`config.mk`:
```
export PLATFORM = sky130hd
export DESIGN_NAME = double_ended_queue
export DESIGN_NICKNAME = d
export VERILOG_FILES = /design/src/sv/deq_pkg.sv /design/src/sv/double_ended_queue.sv /design/src/sv/deq_ctrl.sv /design/src/sv/deq_datapath.sv
export SDC_FILE = /design/constraint.sdc
export NUM_CORES = 1
export LEC_CHECK = 0
export BUFFER_PORTS_ARGS = -buffer_cell sky130_fd_sc_hd__buf_2
export CAP_MARGIN = 20
export CORE_MARGIN = 2
export CORE_UTILIZATION = 40
export CTS_CLUSTER_SIZE = 8
export DETAILED_ROUTE_END_ITERATION = 7
export PLACE_DENSITY_LB_ADDON = 0.05
export SLEW_MARGIN = 20
export SYNTH_ARGS = -nofsm -noshare
export SYNTH_HDL_FRONTEND = slang
export SYNTH_SLANG_ARGS = --single-unit
```
`constraint.sdc`:
```
create_clock -name clock -period 17.5 [get_ports clock]
set_input_delay 2.625 -clock clock [delete_from_list [all_inputs] [get_ports clock]]
set_output_delay 2.625 -clock clock [all_outputs]
set_load 0.03 [all_outputs]
```
`src/sv/deq_pkg.sv`:
```
package deq_pkg;

   localparam int ENTRIES    = 16;
   localparam int DATA_WIDTH = 32;

   // Field widths of the channels
   localparam int OP_W     = 3;
   localparam int WORD_W   = 32;
   localparam int POS_W    = 4;
   localparam int STATUS_W = 2;
   localparam int COUNT_W  = 5;

   localparam int PTR_W = (ENTRIES > 1) ? $clog2(ENTRIES) : 1;
   localparam int CNT_W = $clog2(ENTRIES + 1);
   localparam int OFF_W = (CNT_W > POS_W) ? CNT_W : POS_W;

   localparam logic [OP_W-1:0] OP_PUSH_BACK  = 3'd0;
   localparam logic [OP_W-1:0] OP_PUSH_FRONT = 3'd1;
   localparam logic [OP_W-1:0] OP_POP_BACK   = 3'd2;
   localparam logic [OP_W-1:0] OP_POP_FRONT  = 3'd3;
   localparam logic [OP_W-1:0] OP_READ       = 3'd4;

   localparam logic [STATUS_W-1:0] ST_OK    = 2'd0;
   localparam logic [STATUS_W-1:0] ST_EMPTY = 2'd1;
   localparam logic [STATUS_W-1:0] ST_RANGE = 2'd2;
   localparam logic [STATUS_W-1:0] ST_FULL  = 2'd3;

   typedef struct packed {
      logic latch_req;
      logic execute;
      logic load_out;
   } cmd_type;

   typedef struct packed {
      logic out_free;
   } stat_type;

   // Ring slot of an offset from the head; offset stays below ENTRIES when used
   function automatic logic [PTR_W-1:0] slot_of(input logic [PTR_W-1:0] head,
                                               input logic [OFF_W-1:0] offset);
      logic [OFF_W:0] sum;
      sum = (OFF_W + 1)'(head) + (OFF_W + 1)'(offset);
      if (sum >= (OFF_W + 1)'(ENTRIES)) begin
         sum = sum - (OFF_W + 1)'(ENTRIES);
      end
      return PTR_W'(sum);
   endfunction

endpackage

```
`src/sv/double_ended_queue.sv`:
```
// Double-ended queue of 16 words of 32 bits, kept in a ring store.
// Request channel (req_valid / req_stall): req_op selects push back,
// push front, pop back, pop front or read at req_position (counted from
// the front); req_data_in is the word stored by a push.
// Response channel (rsp_valid / rsp_stall): one item per request with
// rsp_data_out (popped or read word, zero otherwise), rsp_status (ok,
// empty on pop, position out of range, full on push) and rsp_count,
// the element count after the operation.
// The controller runs one request at a time through latch, execute
// (single-port store access and pointer update) and output load, so a new
// request is not accepted before the last one has reached the load step.
// The next request is accepted while a finished response waits in the
// output register; a stalled receiver holds the response there and the
// following response waits in the load step until the register frees.
// Reset (synchronous, active high) empties the queue and the response
// register; store contents are not cleared and are unreachable until
// written by a push.
module double_ended_queue (
   input  logic                               clock,
   input  logic                               reset,
   input  logic                               req_valid,
   output logic                               req_stall,
   input  logic [deq_pkg::OP_W-1:0]           req_op,
   input  logic [deq_pkg::WORD_W-1:0]         req_data_in,
   input  logic [deq_pkg::POS_W-1:0]          req_position,
   output logic                               rsp_valid,
   input  logic                               rsp_stall,
   output logic [deq_pkg::WORD_W-1:0]         rsp_data_out,
   output logic [deq_pkg::STATUS_W-1:0]       rsp_status,
   output logic [deq_pkg::COUNT_W-1:0]        rsp_count
);

   deq_pkg::cmd_type  cmd;
   deq_pkg::stat_type stat;

   deq_ctrl u_ctrl (
      .clock     (clock),
      .reset     (reset),
      .req_valid (req_valid),
      .req_stall (req_stall),
      .cmd       (cmd),
      .stat      (stat)
   );

   deq_datapath u_datapath (
      .clock        (clock),
      .reset        (reset),
      .cmd          (cmd),
      .stat         (stat),
      .req_op       (req_op),
      .req_data_in  (req_data_in),
      .req_position (req_position),
      .rsp_valid    (rsp_valid),
      .rsp_stall    (rsp_stall),
      .rsp_data_out (rsp_data_out),
      .rsp_status   (rsp_status),
      .rsp_count    (rsp_count)
   );

endmodule

```
`src/sv/deq_ctrl.sv`:
```
module deq_ctrl (
   input  logic               clock,
   input  logic               reset,
   input  logic               req_valid,
   output logic               req_stall,
   output deq_pkg::cmd_type   cmd,
   input  deq_pkg::stat_type  stat
);

   typedef enum logic [2:0] {
      S_IDLE = 3'b001,
      S_EXEC = 3'b010,
      S_LOAD = 3'b100
   } state_type;

   state_type state_ff;
   state_type state_in;
   logic      accept;

   assign req_stall = reset | (state_ff != S_IDLE);
   assign accept    = req_valid & ~req_stall;

   always_comb begin
      state_in = state_ff;
      case (state_ff)
         S_IDLE: begin
            if (accept) state_in = S_EXEC;
         end
         S_EXEC: begin
            state_in = S_LOAD;
         end
         S_LOAD: begin
            // hold until the output register can take the item
            if (stat.out_free) state_in = S_IDLE;
         end
         default: begin
            state_in = S_IDLE;
         end
      endcase
   end

   always_comb begin
      cmd.latch_req = accept;
      cmd.execute   = (state_ff == S_EXEC);
      cmd.load_out  = (state_ff == S_LOAD) & stat.out_free;
   end

   always_ff @(posedge clock) begin
      if (reset) begin
         state_ff <= S_IDLE;
      end else begin
         state_ff <= state_in;
      end
   end

   a_accept_exec: assert property (@(posedge clock) disable iff (reset)
      accept |=> state_ff == S_EXEC)
      else $error("accepted item did not start execution");

   a_exec_load: assert property (@(posedge clock) disable iff (reset)
      state_ff == S_EXEC |=> state_ff == S_LOAD)
      else $error("execution did not move to load");

   a_load_hold: assert property (@(posedge clock) disable iff (reset)
      (state_ff == S_LOAD && !stat.out_free) |=> state_ff == S_LOAD)
      else $error("result left load while output register busy");

endmodule

```
`src/sv/deq_datapath.sv`:
```
module deq_datapath (
   input  logic                                 clock,
   input  logic                                 reset,
   input  deq_pkg::cmd_type                     cmd,
   output deq_pkg::stat_type                    stat,
   input  logic [deq_pkg::OP_W-1:0]             req_op,
   input  logic [deq_pkg::WORD_W-1:0]           req_data_in,
   input  logic [deq_pkg::POS_W-1:0]            req_position,
   output logic                                 rsp_valid,
   input  logic                                 rsp_stall,
   output logic [deq_pkg::WORD_W-1:0]           rsp_data_out,
   output logic [deq_pkg::STATUS_W-1:0]         rsp_status,
   output logic [deq_pkg::COUNT_W-1:0]          rsp_count
);

   logic [deq_pkg::DATA_WIDTH-1:0] mem [deq_pkg::ENTRIES];

   // latched request
   logic [deq_pkg::OP_W-1:0]       op_ff;
   logic [deq_pkg::DATA_WIDTH-1:0] wdata_ff;
   logic [deq_pkg::POS_W-1:0]      pos_ff;

   // queue pointers
   logic [deq_pkg::PTR_W-1:0] head_ff, head_in;
   logic [deq_pkg::CNT_W-1:0] count_ff, count_in;

   // execution results
   logic [deq_pkg::DATA_WIDTH-1:0] rd_data_ff;
   logic                           rd_ok_ff, rd_ok_in;
   logic [deq_pkg::STATUS_W-1:0]   status_ff, status_in;

   // output register
   logic                           rsp_valid_ff, rsp_valid_in;
   logic [deq_pkg::WORD_W-1:0]     rsp_data_ff;
   logic [deq_pkg::STATUS_W-1:0]   rsp_status_ff;
   logic [deq_pkg::COUNT_W-1:0]    rsp_count_ff;

   logic                      wr_en, rd_en;
   logic [deq_pkg::PTR_W-1:0] addr;
   logic                      full, empty;

   assign full  = (count_ff >= deq_pkg::CNT_W'(deq_pkg::ENTRIES));
   assign empty = (count_ff == '0);

   always_comb begin
      head_in   = head_ff;
      count_in  = count_ff;
      status_in = deq_pkg::ST_OK;
      rd_ok_in  = 1'b0;
      wr_en     = 1'b0;
      rd_en     = 1'b0;
      addr      = head_ff;
      case (op_ff)
         deq_pkg::OP_PUSH_BACK: begin
            if (full) begin
               status_in = deq_pkg::ST_FULL;
            end else begin
               addr     = deq_pkg::slot_of(head_ff, deq_pkg::OFF_W'(count_ff));
               wr_en    = 1'b1;
               count_in = count_ff + 1'b1;
            end
         end
         deq_pkg::OP_PUSH_FRONT: begin
            if (full) begin
               status_in = deq_pkg::ST_FULL;
            end else begin
               addr     = deq_pkg::slot_of(head_ff, deq_pkg::OFF_W'(deq_pkg::ENTRIES - 1));
               wr_en    = 1'b1;
               head_in  = addr;
               count_in = count_ff + 1'b1;
            end
         end
         deq_pkg::OP_POP_BACK: begin
            if (empty) begin
               status_in = deq_pkg::ST_EMPTY;
            end else begin
               count_in = count_ff - 1'b1;
               addr     = deq_pkg::slot_of(head_ff, deq_pkg::OFF_W'(count_in));
               rd_en    = 1'b1;
               rd_ok_in = 1'b1;
            end
         end
         deq_pkg::OP_POP_FRONT: begin
            if (empty) begin
               status_in = deq_pkg::ST_EMPTY;
            end else begin
               addr     = head_ff;
               rd_en    = 1'b1;
               rd_ok_in = 1'b1;
               head_in  = deq_pkg::slot_of(head_ff, deq_pkg::OFF_W'(1));
               count_in = count_ff - 1'b1;
            end
         end
         deq_pkg::OP_READ: begin
            if (deq_pkg::OFF_W'(pos_ff) >= deq_pkg::OFF_W'(count_ff)) begin
               status_in = deq_pkg::ST_RANGE;
            end else begin
               addr     = deq_pkg::slot_of(head_ff, deq_pkg::OFF_W'(pos_ff));
               rd_en    = 1'b1;
               rd_ok_in = 1'b1;
            end
         end
         default: begin
            // unknown operation: ignore
         end
      endcase
   end

   assign stat.out_free = ~rsp_valid_ff | ~rsp_stall;

   always_comb begin
      rsp_valid_in = rsp_valid_ff;
      if (cmd.load_out) begin
         rsp_valid_in = 1'b1;
      end else if (~rsp_stall) begin
         rsp_valid_in = 1'b0;
      end
   end

   always_ff @(posedge clock) begin
      if (cmd.execute && wr_en) begin
         mem[addr] <= wdata_ff;
      end
      if (cmd.execute && rd_en) begin
         rd_data_ff <= mem[addr];
      end
   end

   always_ff @(posedge clock) begin
      if (cmd.latch_req) begin
         op_ff    <= req_op;
         wdata_ff <= deq_pkg::DATA_WIDTH'(req_data_in);
         pos_ff   <= req_position;
      end
      if (cmd.execute) begin
         status_ff <= status_in;
         rd_ok_ff  <= rd_ok_in;
      end
      if (cmd.load_out) begin
         rsp_data_ff   <= rd_ok_ff ? deq_pkg::WORD_W'(rd_data_ff) : '0;
         rsp_status_ff <= status_ff;
         rsp_count_ff  <= deq_pkg::COUNT_W'(count_ff);
      end
   end

   always_ff @(posedge clock) begin
      if (reset) begin
         head_ff      <= '0;
         count_ff     <= '0;
         rsp_valid_ff <= 1'b0;
      end else begin
         if (cmd.execute) begin
            head_ff  <= head_in;
            count_ff <= count_in;
         end
         rsp_valid_ff <= rsp_valid_in;
      end
   end

   assign rsp_valid    = rsp_valid_ff;
   assign rsp_data_out = rsp_data_ff;
   assign rsp_status   = rsp_status_ff;
   assign rsp_count    = rsp_count_ff;

   a_count_bound: assert property (@(posedge clock) disable iff (reset)
      count_ff <= deq_pkg::CNT_W'(deq_pkg::ENTRIES))
      else $error("element count above capacity");

   a_ptr_stable: assert property (@(posedge clock) disable iff (reset)
      !cmd.execute |=> ($stable(count_ff) && $stable(head_ff)))
      else $error("pointers changed outside execution");

   a_load_free: assert property (@(posedge clock) disable iff (reset)
      cmd.load_out |-> (!rsp_valid_ff || !rsp_stall))
      else $error("output register overwritten while stalled");

endmodule

```
# Yosys cells after proc, flatten, opt, wreduce, memory -nomap -nowiden
# Memory sizes are Yosys's and may differ from the RTL's. A register that Yosys moved wholly into a read port is not among the register bits.
# Index checks and enable logic that the tools add are counted.
[totals] ff_bits=94 n_memories=1 input_bits=43 elab_cells=95 ramBits=512 output_inout_bits=41
[memory_table] memory="u_datapath.mem" depth=16 word_bits=32 read_ports=1 rd_clocked_by_memory_dff=1 write_ports=1 line_no="deq_datapath.sv:16" text="logic [deq_pkg::DATA_WIDTH-1:0] mem [deq_pkg::ENTRIES];"
[op_classes] reduce_logical=11 n_eq_ne=14 n_bitwise=7 n_lt_le_gt_ge=7 n_mux=31 n_addsub=12
[ops] op="$mux W4" count=10
[ops] op="$ge A5 B5 Y1 const B" count=4
[ops] op="$sub A4 B1 Y4 const B" count=5
[ops] op="$pmux W4 S4" count=1
[ops] op="$add A4 B5 Y6" count=2
[ops] op="$ge A6 B5 Y1 const B" count=2
[ops] op="$mux W5" count=2
[ops] op="$pmux W5 S2" count=1
[ops] op="$eq A3 B2 Y1 const B" count=3
[ops] op="$mux W1" count=9
[ops] op="$pmux W3 S3" count=1
[ops] op="$pmux W4 S2" count=1
[ops] op="$eq A3 B1 Y1 const B" count=2
[ops] op="$eq A3 B3 Y1 const B" count=2
[ops] op="$mux W3" count=2
[ops] op="$ne A2 B1 Y1 const B" count=3
[ops] op="$ne A2 B2 Y1 const B" count=3
[ops] op="$pmux W2 S3" count=1
[ops] op="$add A4 B1 Y5 const B" count=1
[ops] op="$add A4 B4 Y5" count=1
[ops] op="$add A4 B4 Y5 const B" count=1
[ops] op="$add A5 B1 Y5 const B" count=1
[ops] op="$ge A4 B5 Y1" count=1
[ops] op="$logic_not A5 Y1" count=1
[ops] op="14 further kinds" count=22

# Depth between registers and ports, before layout
# Gate-level depths: netlist (run 1).
[depth] word_depth=6 mapped_depth=14 depth_no_buf=12

# Cells and area by module
# Synthesis (run 1) repeated with hierarchy kept, for this count alone.
[hier_totals] hier_cells=1584 area_unflattened_um2=25715.9
[by_module_without_submodules] module="deq_datapath" seq_area_each_um2=18968.2 area_each_um2=25543.2 cells_each=1566 n_inst=1
[by_module_without_submodules] module="deq_ctrl" seq_area_each_um2=60.1 area_each_um2=172.7 cells_each=18 n_inst=1

# Worst setup path before layout (run 1)
# OpenSTA, ideal clock, no wires.
[synth_path] path_kind="register -> register" from="register u_datapath.count_ff[1] (netlist name)" to="memory u_datapath.mem[14][0] (netlist name), enable pin" required_ns=16.999 path_buffers=0 setup_slack_ns=11.426 arrival_time_ns=5.572 setup_ns=0.501 synth_period_minus_slack_ns=6.074 path_stages_with_launch=13 path_cell_list="dfxtp_1 > inv_1 > ha_1 > inv_1 > ha_1 > a21o_1 > a21oi_1 > xnor2_1 > and3_1 > o31a_1 > nor2_1 > nand2_1 > nor4_1"
[synth_between] elab_chain_len=6 elab_cells_between_ends=22 cone_classes="add/sub: 5; order compare: 4; mux: 11; reduce/logical: 2"
[synth_lines] item="start, declared" line_no="deq_datapath.sv:25" text="logic [deq_pkg::CNT_W-1:0] count_ff, count_in;"
[synth_lines] item="start signal, assigned" line_no="deq_datapath.sv:154" text="count_ff <= count_in;"
[synth_lines] item="$sub A5 B1 Y5 / $ge A5 B5 Y1 (equally long branches)" line_no="deq_datapath.sv:77, deq_datapath.sv:42"
[synth_lines] item="$add A4 B5 Y6 / $mux W1 (equally long branches)" line_no="deq_pkg.sv:42, deq_datapath.sv:55, deq_datapath.sv:64"
[synth_lines] item="$ge A6 B5 Y1, or another cell as far along" line_no="deq_pkg.sv:43" text="if (sum >= (OFF_W + 1)'(ENTRIES)) begin"
[synth_lines] item="$mux W4 / $logic_and A1 B1 Y1 (equally long branches)" line_no="deq_pkg.sv:43, deq_datapath.sv:121"
[synth_lines] item="$mux W4 / $mux W1 (equally long branches)" line_no="deq_datapath.sv:74, deq_datapath.sv:121"
[synth_lines] item="$pmux W4 S4 / $mux W1 (equally long branches)" line_no="deq_datapath.sv:53, deq_datapath.sv:122"
[synth_lines] item="end, declared" line_no="deq_datapath.sv:16"
# Parallel ways exist; a longest one is shown, timed or not.

# Final worst setup path (run 1)
[layout_path] from="input port reset" to="output port req_stall"
[layout_between] elab_chain_len=1
[layout_lines] item="start, declared" line_no="double_ended_queue.sv:20" text="input logic reset,"
[layout_lines] item="$or A1 B1 Y1" line_no="deq_ctrl.sv:20" text="assign req_stall = reset | (state_ff != S_IDLE);"
[layout_lines] item="end, declared" line_no="double_ended_queue.sv:22" text="output logic req_stall,"
# No other way between the ends.

==> flow_metrics.env, run 1 <==
export IMPL_fin_crit_sh_pct=36.2
export IMPL_holdBufCountCts=0
export IMPL_initial_core_util_pct=40.4
export IMPL_slew_violations=0
export IMPL_worstSetupPathType="primary input to primary output"
export IMPL_worst_setup_path_end_kind="primary output"
export IMPL_synth_area_per_cell_um2=21.2
export IMPL_timing_rr_end="u_datapath.mem[15][17]$_DFFE_PP_"
export IMPL_final_util_pct=46.7
export IMPL_cts_tree="built"
export IMPL_post_cts_resized=0
export IMPL_ant_nets=0
export IMPL_coreArea_um2=60200
export IMPL_clock_path_buffers=3
export IMPL_worstHoldStart="u_datapath.status_ff[1]$_DFFE_PP_"
export IMPL_drcViolationCount=0
export IMPL_maxCapViolations=0
export IMPL_overflow=0
export IMPL_p_int_mw=2.65
export IMPL_ys_seq_area_share_pct=78.3
export IMPL_power_share_sequential_pct=51.4
export IMPL_grt_max_degree=131
export IMPL_rsz0062_at_grt="no"
export IMPL_htree_levels=3
export IMPL_yosysWarnings=0
export IMPL_syn_nets=1209
export IMPL_r2r_slack_ns=12.33
export IMPL_placement_io_buffers=83
export IMPL_final_instance_count_excl_fill=2085
export IMPL_viasPerCell=5.42
export IMPL_slew_limit_headroom_pct=28.2
export IMPL_synth_seq_cells=638
export IMPL_hold_violations=0
export IMPL_tightest_slew_ns=1.08
export IMPL_clock_power_share_pct=45.0
export IMPL_r2r_start="u_datapath.count_ff[0]$_SDFFE_PP0P_"
export IMPL_crit_arrival_ns=3.71
export IMPL_synth_main_ff_cell="edfxtp_1"
export IMPL_worstRegToRegCells=10
export IMPL_min_to="u_datapath.rsp_status[1]$_DFFE_PP_"
export IMPL_clock_sinks=638
export IMPL_tns_ns=0
export IMPL_io_pins=84
export IMPL_antenna_found_initial=1
export IMPL_hold_class="flop to flop"
export IMPL_path_max_fanout=12
export IMPL_netlist_instances=1145
export IMPL_cts_buffers_inserted=89
export IMPL_syn_area_um2=24300
export IMPL_grt_pass1_wl_um=80100
export IMPL_switching_share_pct=19.8
export IMPL_ys_async_sr_fraction_pct=0
export IMPL_drt_iter0_drc=874
export IMPL_vdd_drop_max_mv=0.0680
export IMPL_clk_latency_ns=0.61
export IMPL_worstPathRequired_ns=14.88
export IMPL_p_per_area_nw_per_um2=118
export IMPL_setup_violations=0
export IMPL_fin_nets=1357
export IMPL_antenna_cells=0
export IMPL_dpl_cell_count=1983
export IMPL_wire_per_inst_um=25.7
export IMPL_outcome="completed"
export IMPL_num_rows=90
export IMPL_dp_final_hpwl_um=27500
export IMPL_combPwrFrac_pct=3.6
export IMPL_firstDrtPassIters=5
export IMPL_die_h_um=251
export IMPL_start_kind="primary input"
export IMPL_area_delta_synth_final_pct=15.7
export IMPL_period_needed_ns=6.33
export IMPL_wl_um=53500
export IMPL_p_leak_nw=9.17
export IMPL_root_buffer="clkbuf_16"
export IMPL_vias=11300
export IMPL_post_cts_buffers=0
export IMPL_routabilityCongestion=0.758
export IMPL_clk_pin_slew_ns=0.05
export IMPL_grt_use_total_pct=17.5
export IMPL_grt_pass1_vias=12200
export IMPL_die_x_um=251
export IMPL_dieArea_um2=62800
export IMPL_drive_above_1_share_pct=27.6
export IMPL_fmax_mhz=158
export IMPL_p_switching_uw=656
export IMPL_synth_edff_count=625
export IMPL_finClkSkew_ns=0.0197
export IMPL_synth_distinct_cells=57
export IMPL_worstHoldPathCells=0
power by group through the flow:
stage,clock network (mW),logic [mW],registers (mW)
finish,1.49,0.121,1.70
global route,1.60,0.133,1.70
CTS,1.54,0.125,1.70
detailed placement,0,0.125,1.73
global placement,0,0.125,1.73
floorplan,0,0.0915,1.72
Yosys cell counts (13+ instances only):
| master | n | area, µm² |
|---|---|---|
| a21oi_1 | 13 | 65.1 |
| a22oi_1 | 64 | 480 |
| and2_1 | 35 | 219 |
| clkbuf_1 | 29 | 109 |
| dfxtp_1 | 13 | 260 |
| edfxtp_1 | 625 | 18800 |
| ha_1 | 18 | 225 |
| inv_1 | 15 | 56.3 |
| mux4_2 | 128 | 2880 |
| nand2_1 | 54 | 203 |
| nor2_1 | 28 | 105 |
| nor3_1 | 13 | 65.1 |
worst max path at each step:
stage | from | slack [ns] | depth (start not counted) | endpoint
6_report | reset | 11.17 | 3 | req_stall
5_1_grt | reset | 11.14 | 3 | req_stall
4_1_cts | reset | 11.16 | 3 | req_stall
3_5_place_dp | reset | 11.16 | 3 | req_stall
3_3_place_gp | reset | 11.17 | 3 | req_stall
2_1_floorplan | u_datapath.count_ff[1]$_SDFFE_PP0P_ | 11.43 | 12 | u_datapath.mem[14][0]$_DFFE_PP_
per-stage QoR:
stage	power, mW	hold WS [ns]	instance area, µm²	setup slack, ns
3_3_place_gp	1.85	0.408	25800	11.17
5_1_grt	3.43	0.433	28100	11.14
6_report	3.31	0.416	28100	11.17
4_1_cts	3.36	0.418	28100	11.16
2_1_floorplan	1.81	0.400	24300	11.43
3_5_place_dp	1.85	0.405	25800	11.16
per-layer routing:
metal / track usage [%] / vias up / part of all wire, %
met5: 0 / - / 0
met4: 5.49 / 0 / 1.8
met3: 3.30 / 65 / 4.5
met2: 27.7 / 247 / 47
met1: 24.8 / 5987 / 46
li1: - / 4998 / -
worst max-delay path: stages:
cell    delay (ns)
buf_2         0.17
or4b_2        0.69
buf_2         0.22
state kept, by name, indices dropped and copies added, names as in the netlist, 4 cells and up:
| name | count |
|---|---|
| u_datapath.wdata_ff | 32 |
| u_datapath.count_ff | 5 |
| u_datapath.mem | 512 |
| u_datapath.head_ff | 4 |
| u_datapath.rsp_count | 5 |
| u_datapath.rsp_data_out | 32 |
| u_datapath.rd_data_ff | 32 |
| u_datapath.pos_ff | 4 |
layout make-up:
type | count | area (µm²)
clock buffer | 99 | 2310
clock inverter | 2 | 28.8
fill | 4996 | 32100
inverter | 15 | 56.3
multi-input combinational | 439 | 5090
sequential | 638 | 19000
tap | 782 | 978
timing repair buffer | 110 | 656
cell usage in the layout (no fill, tap or decap), types with 2 or more instances in the layout:
cell and count:
clkbuf_16 91, nand3_1 2, edfxtp_1 625, nand4_1 3
a21o_1 4, nand2b_1 4, nand2_1 54, and3b_2 3
o31ai_1 2, a21boi_0 2, mux4_2 128, clkbuf_1 8
mux2i_1 3, dfxtp_1 13, nor3_1 5, nor2_4 3
nor3_2 8, o21ai_0 6, nor4_1 3, a22oi_1 64
a21oi_1 10, buf_4 24, buf_2 83, fa_1 3
nor2_1 25, buf_12 3, inv_1 15, and3_2 3
ha_1 18, xnor2_1 10, and2_1 34, a211oi_1 3
xor2_1 5, a21oi_4 3
cell families (layout without fill, tap and decap cells):
| kind of cell | after synthesis | after routing | share of synthesized area, % |
|---|---|---|---|
| DFF | 638 | 638 | 78.3 |
| and+or+nand+nor | 163 | 163 | 3.41 |
| muxes | 132 | 132 | 12.0 |
| AOI/OAI and AO/OA | 108 | 108 | 3.19 |
| buffers and inverters | 68 | 226 | 1.41 |
| adders and majority gates | 21 | 21 | 1.17 |
| xor gates and xnor gates | 15 | 15 | 0.540 |
No activity file was read; power rests on OpenSTA's default activity.
==> run 2: changes to the inputs <==
==> constraint.sdc (replaced) <==
create_clock -name clock -period 6 [get_ports clock]
set_input_delay 0.9 -clock clock [delete_from_list [all_inputs] [get_ports clock]]
set_output_delay 0.9 -clock clock [all_outputs]
set_load 0.03 [all_outputs]
==> run 2 against run 1 <==
Compared with the run above: sequential cell count unchanged; clock skew shrank 0.0070 ns; global-route usage increased by 0.50 points; cell count rose by 0.96%; clock power rose to 3.0 times the previous value; via count is 1.3% higher; first-iteration DRC count grew 8.7%; count of clock-buffer cells in the layout increased by 8; critical path type is now flop to flop; largest cell class unchanged; largest power group unchanged; highest routed layer unchanged.
==> flow_metrics.env, run 2 (synthesized netlist as in run 1, its figures left out) <==
export IMPL_finClkSkew_ns=0.0127
export IMPL_holdWs_ns=0.426
export IMPL_final_util_pct=47.1
export IMPL_drt_iter0_drc=950
export IMPL_clock_path_buffers=3
export IMPL_coreArea_um2=60200
export IMPL_place_ws_ns=1.31
export IMPL_initial_core_util_pct=40.4
export IMPL_drive_above_1_share_pct=28.3
export IMPL_p_leak_nw=9.29
export IMPL_slew_violations=0
export IMPL_routabilityCongestion=0.800
export IMPL_drcViolationCount=0
export IMPL_overflow=0
export IMPL_maxCapViolations=0
export IMPL_worst_slack_ns=1.35
export IMPL_top_layer="met4"
export IMPL_worstSetupPathType="flop to flop"
export IMPL_final_instance_count_excl_fill=2105
export IMPL_cts_buffers_inserted=89
export IMPL_grt_max_degree=92
export IMPL_placement_io_buffers=83
export IMPL_clock_sinks=638
export IMPL_io_pins=84
export IMPL_wl_um=55400
export IMPL_rsz0062_at_grt="no"
export IMPL_wire_per_inst_um=26.3
export IMPL_die_h_um=251
export IMPL_period_needed_ns=4.65
export IMPL_worstPathRequired_ns=6.32
export IMPL_cts_tree="built"
export IMPL_place_area_um2=26000
export IMPL_final_common_cell="edfxtp_1"
export IMPL_max_stage_delay_ns=0.71
export IMPL_largest_reg_flops=512
export IMPL_fin_nets=1367
export IMPL_p_per_area_nw_per_um2=344
export IMPL_antenna_found_initial=0
export IMPL_area_delta_synth_final_pct=16.7
export IMPL_fillers=4974
export IMPL_grt_pass1_wl_um=81800
export IMPL_grt_pass1_vias=12200
export IMPL_antenna_cells=0
export IMPL_clk_latency_ns=0.62
export IMPL_path_max_fanout=33
export IMPL_tns_ns=0
export IMPL_hold_violations=0
export IMPL_dpl_cell_count=1994
export IMPL_fin_crit_sh_pct=77.5
export IMPL_setup_violations=0
export IMPL_dp_final_hpwl_um=29600
export IMPL_grt_use_total_pct=18.0
export IMPL_dieArea_um2=62800
export IMPL_firstDrtPassIters=5
export IMPL_num_rows=90
export IMPL_layout_common_cells="edfxtp_1, mux4_2, clkbuf_16"
export IMPL_worst_setup_path_end_kind="flop"
export IMPL_ant_nets=0
export IMPL_htree_levels=3
export IMPL_clk_pin_slew_ns=0.05
export IMPL_cp_slowest_cell="and3_2"
export IMPL_m1WireLength_um=25300
export IMPL_slew_limit_headroom_pct=30.4
export IMPL_vdd_drop_max_mv=0.244
export IMPL_post_cts_resized=0
export IMPL_final_area_um2=28400
export IMPL_regMostFlops="u_datapath.mem"
export IMPL_hold_class="flop to flop"
export IMPL_tightest_slew_ns=1.04
export IMPL_viasPerCell=5.44
export IMPL_holdBufCountCts=0
export IMPL_die_x_um=251
export IMPL_wl_met3_um=2010
export IMPL_root_buffer="clkbuf_16"
export IMPL_total_power_mw=9.77
export IMPL_crit_arrival_ns=4.96
export IMPL_fmax_mhz=215
export IMPL_start_kind="flop"
export IMPL_worstPathCellList="inv_1, ha_1, inv_1, ha_1, a21o_1, a21oi_1, xnor2_1, and3_1, or4_1, a21oi_4, buf_4, and3_2, buf_12"
export IMPL_post_cts_buffers=0
export IMPL_vias=11400
export IMPL_outcome="completed"
export IMPL_dr_wl_met2_um=26900
==> run 2: changes by cell type in the layout (fill, tap and decap cells not counted), sizes merged <==
cell,change
buf,+10
clkbuf,+8
clkinv,+1
inv,+1
==> run 2: final cells by class <==
cell class | instances | area, µm² | area share, %
repair buffers | 120 | 793 | 2.80
clock buffers | 107 | 2360 | 8.31
clock inverters | 4 | 67.6 | 0.238
well taps | 782 | 978 | 3.45
inverters | 15 | 56.3 | 0.198
flip-flops and latches | 638 | 19000 | 67.0
multi-input cells | 439 | 5100 | 18.0
==> run 2: worst max-delay path: cells and delay by family, from the launching register on <==
kind / cells / cell delay (ns)
flops: 1 / 0.52
fa+ha+maj: 2 / 0.63
buf+inv: 4 / 1.02
xor+xnor: 1 / 0.09
simple gates: 3 / 1.53
compound gates: 3 / 0.53
==> run 2: path summary, 6_finish.rpt <==
check / end / slack, ns / depth (start not counted) / startpoint
max: u_datapath.mem[7][28]$_DFFE_PP_ / 1.35 / 13 / u_datapath.count_ff[1]$_SDFFE_PP0P_
min: u_datapath.rsp_status[0]$_DFFE_PP_ / 0.43 / 0 / u_datapath.status_ff[0]$_DFFE_PP_
max reg2reg: u_datapath.mem[7][28]$_DFFE_PP_ / 1.35 / 13 / u_datapath.count_ff[1]$_SDFFE_PP0P_
min reg2reg: u_datapath.rsp_status[0]$_DFFE_PP_ / 0.43 / 0 / u_datapath.status_ff[0]$_DFFE_PP_
==> run 2: per-layer routing <==
layer  up-vias  GRT usage (%)
met1      6062           25.1
met3        98           3.25
li1       5024              -
met2       257           29.3
met4         0           5.12
met5         -              0
==> run 2: report_power, final <==
part           internal [mW]  leakage [nW]  total (mW)  switching (mW)
logic                  0.169          2.37       0.360           0.191
clock network           2.72          1.18        4.46            1.74
registers               4.91          5.74        4.96          0.0448
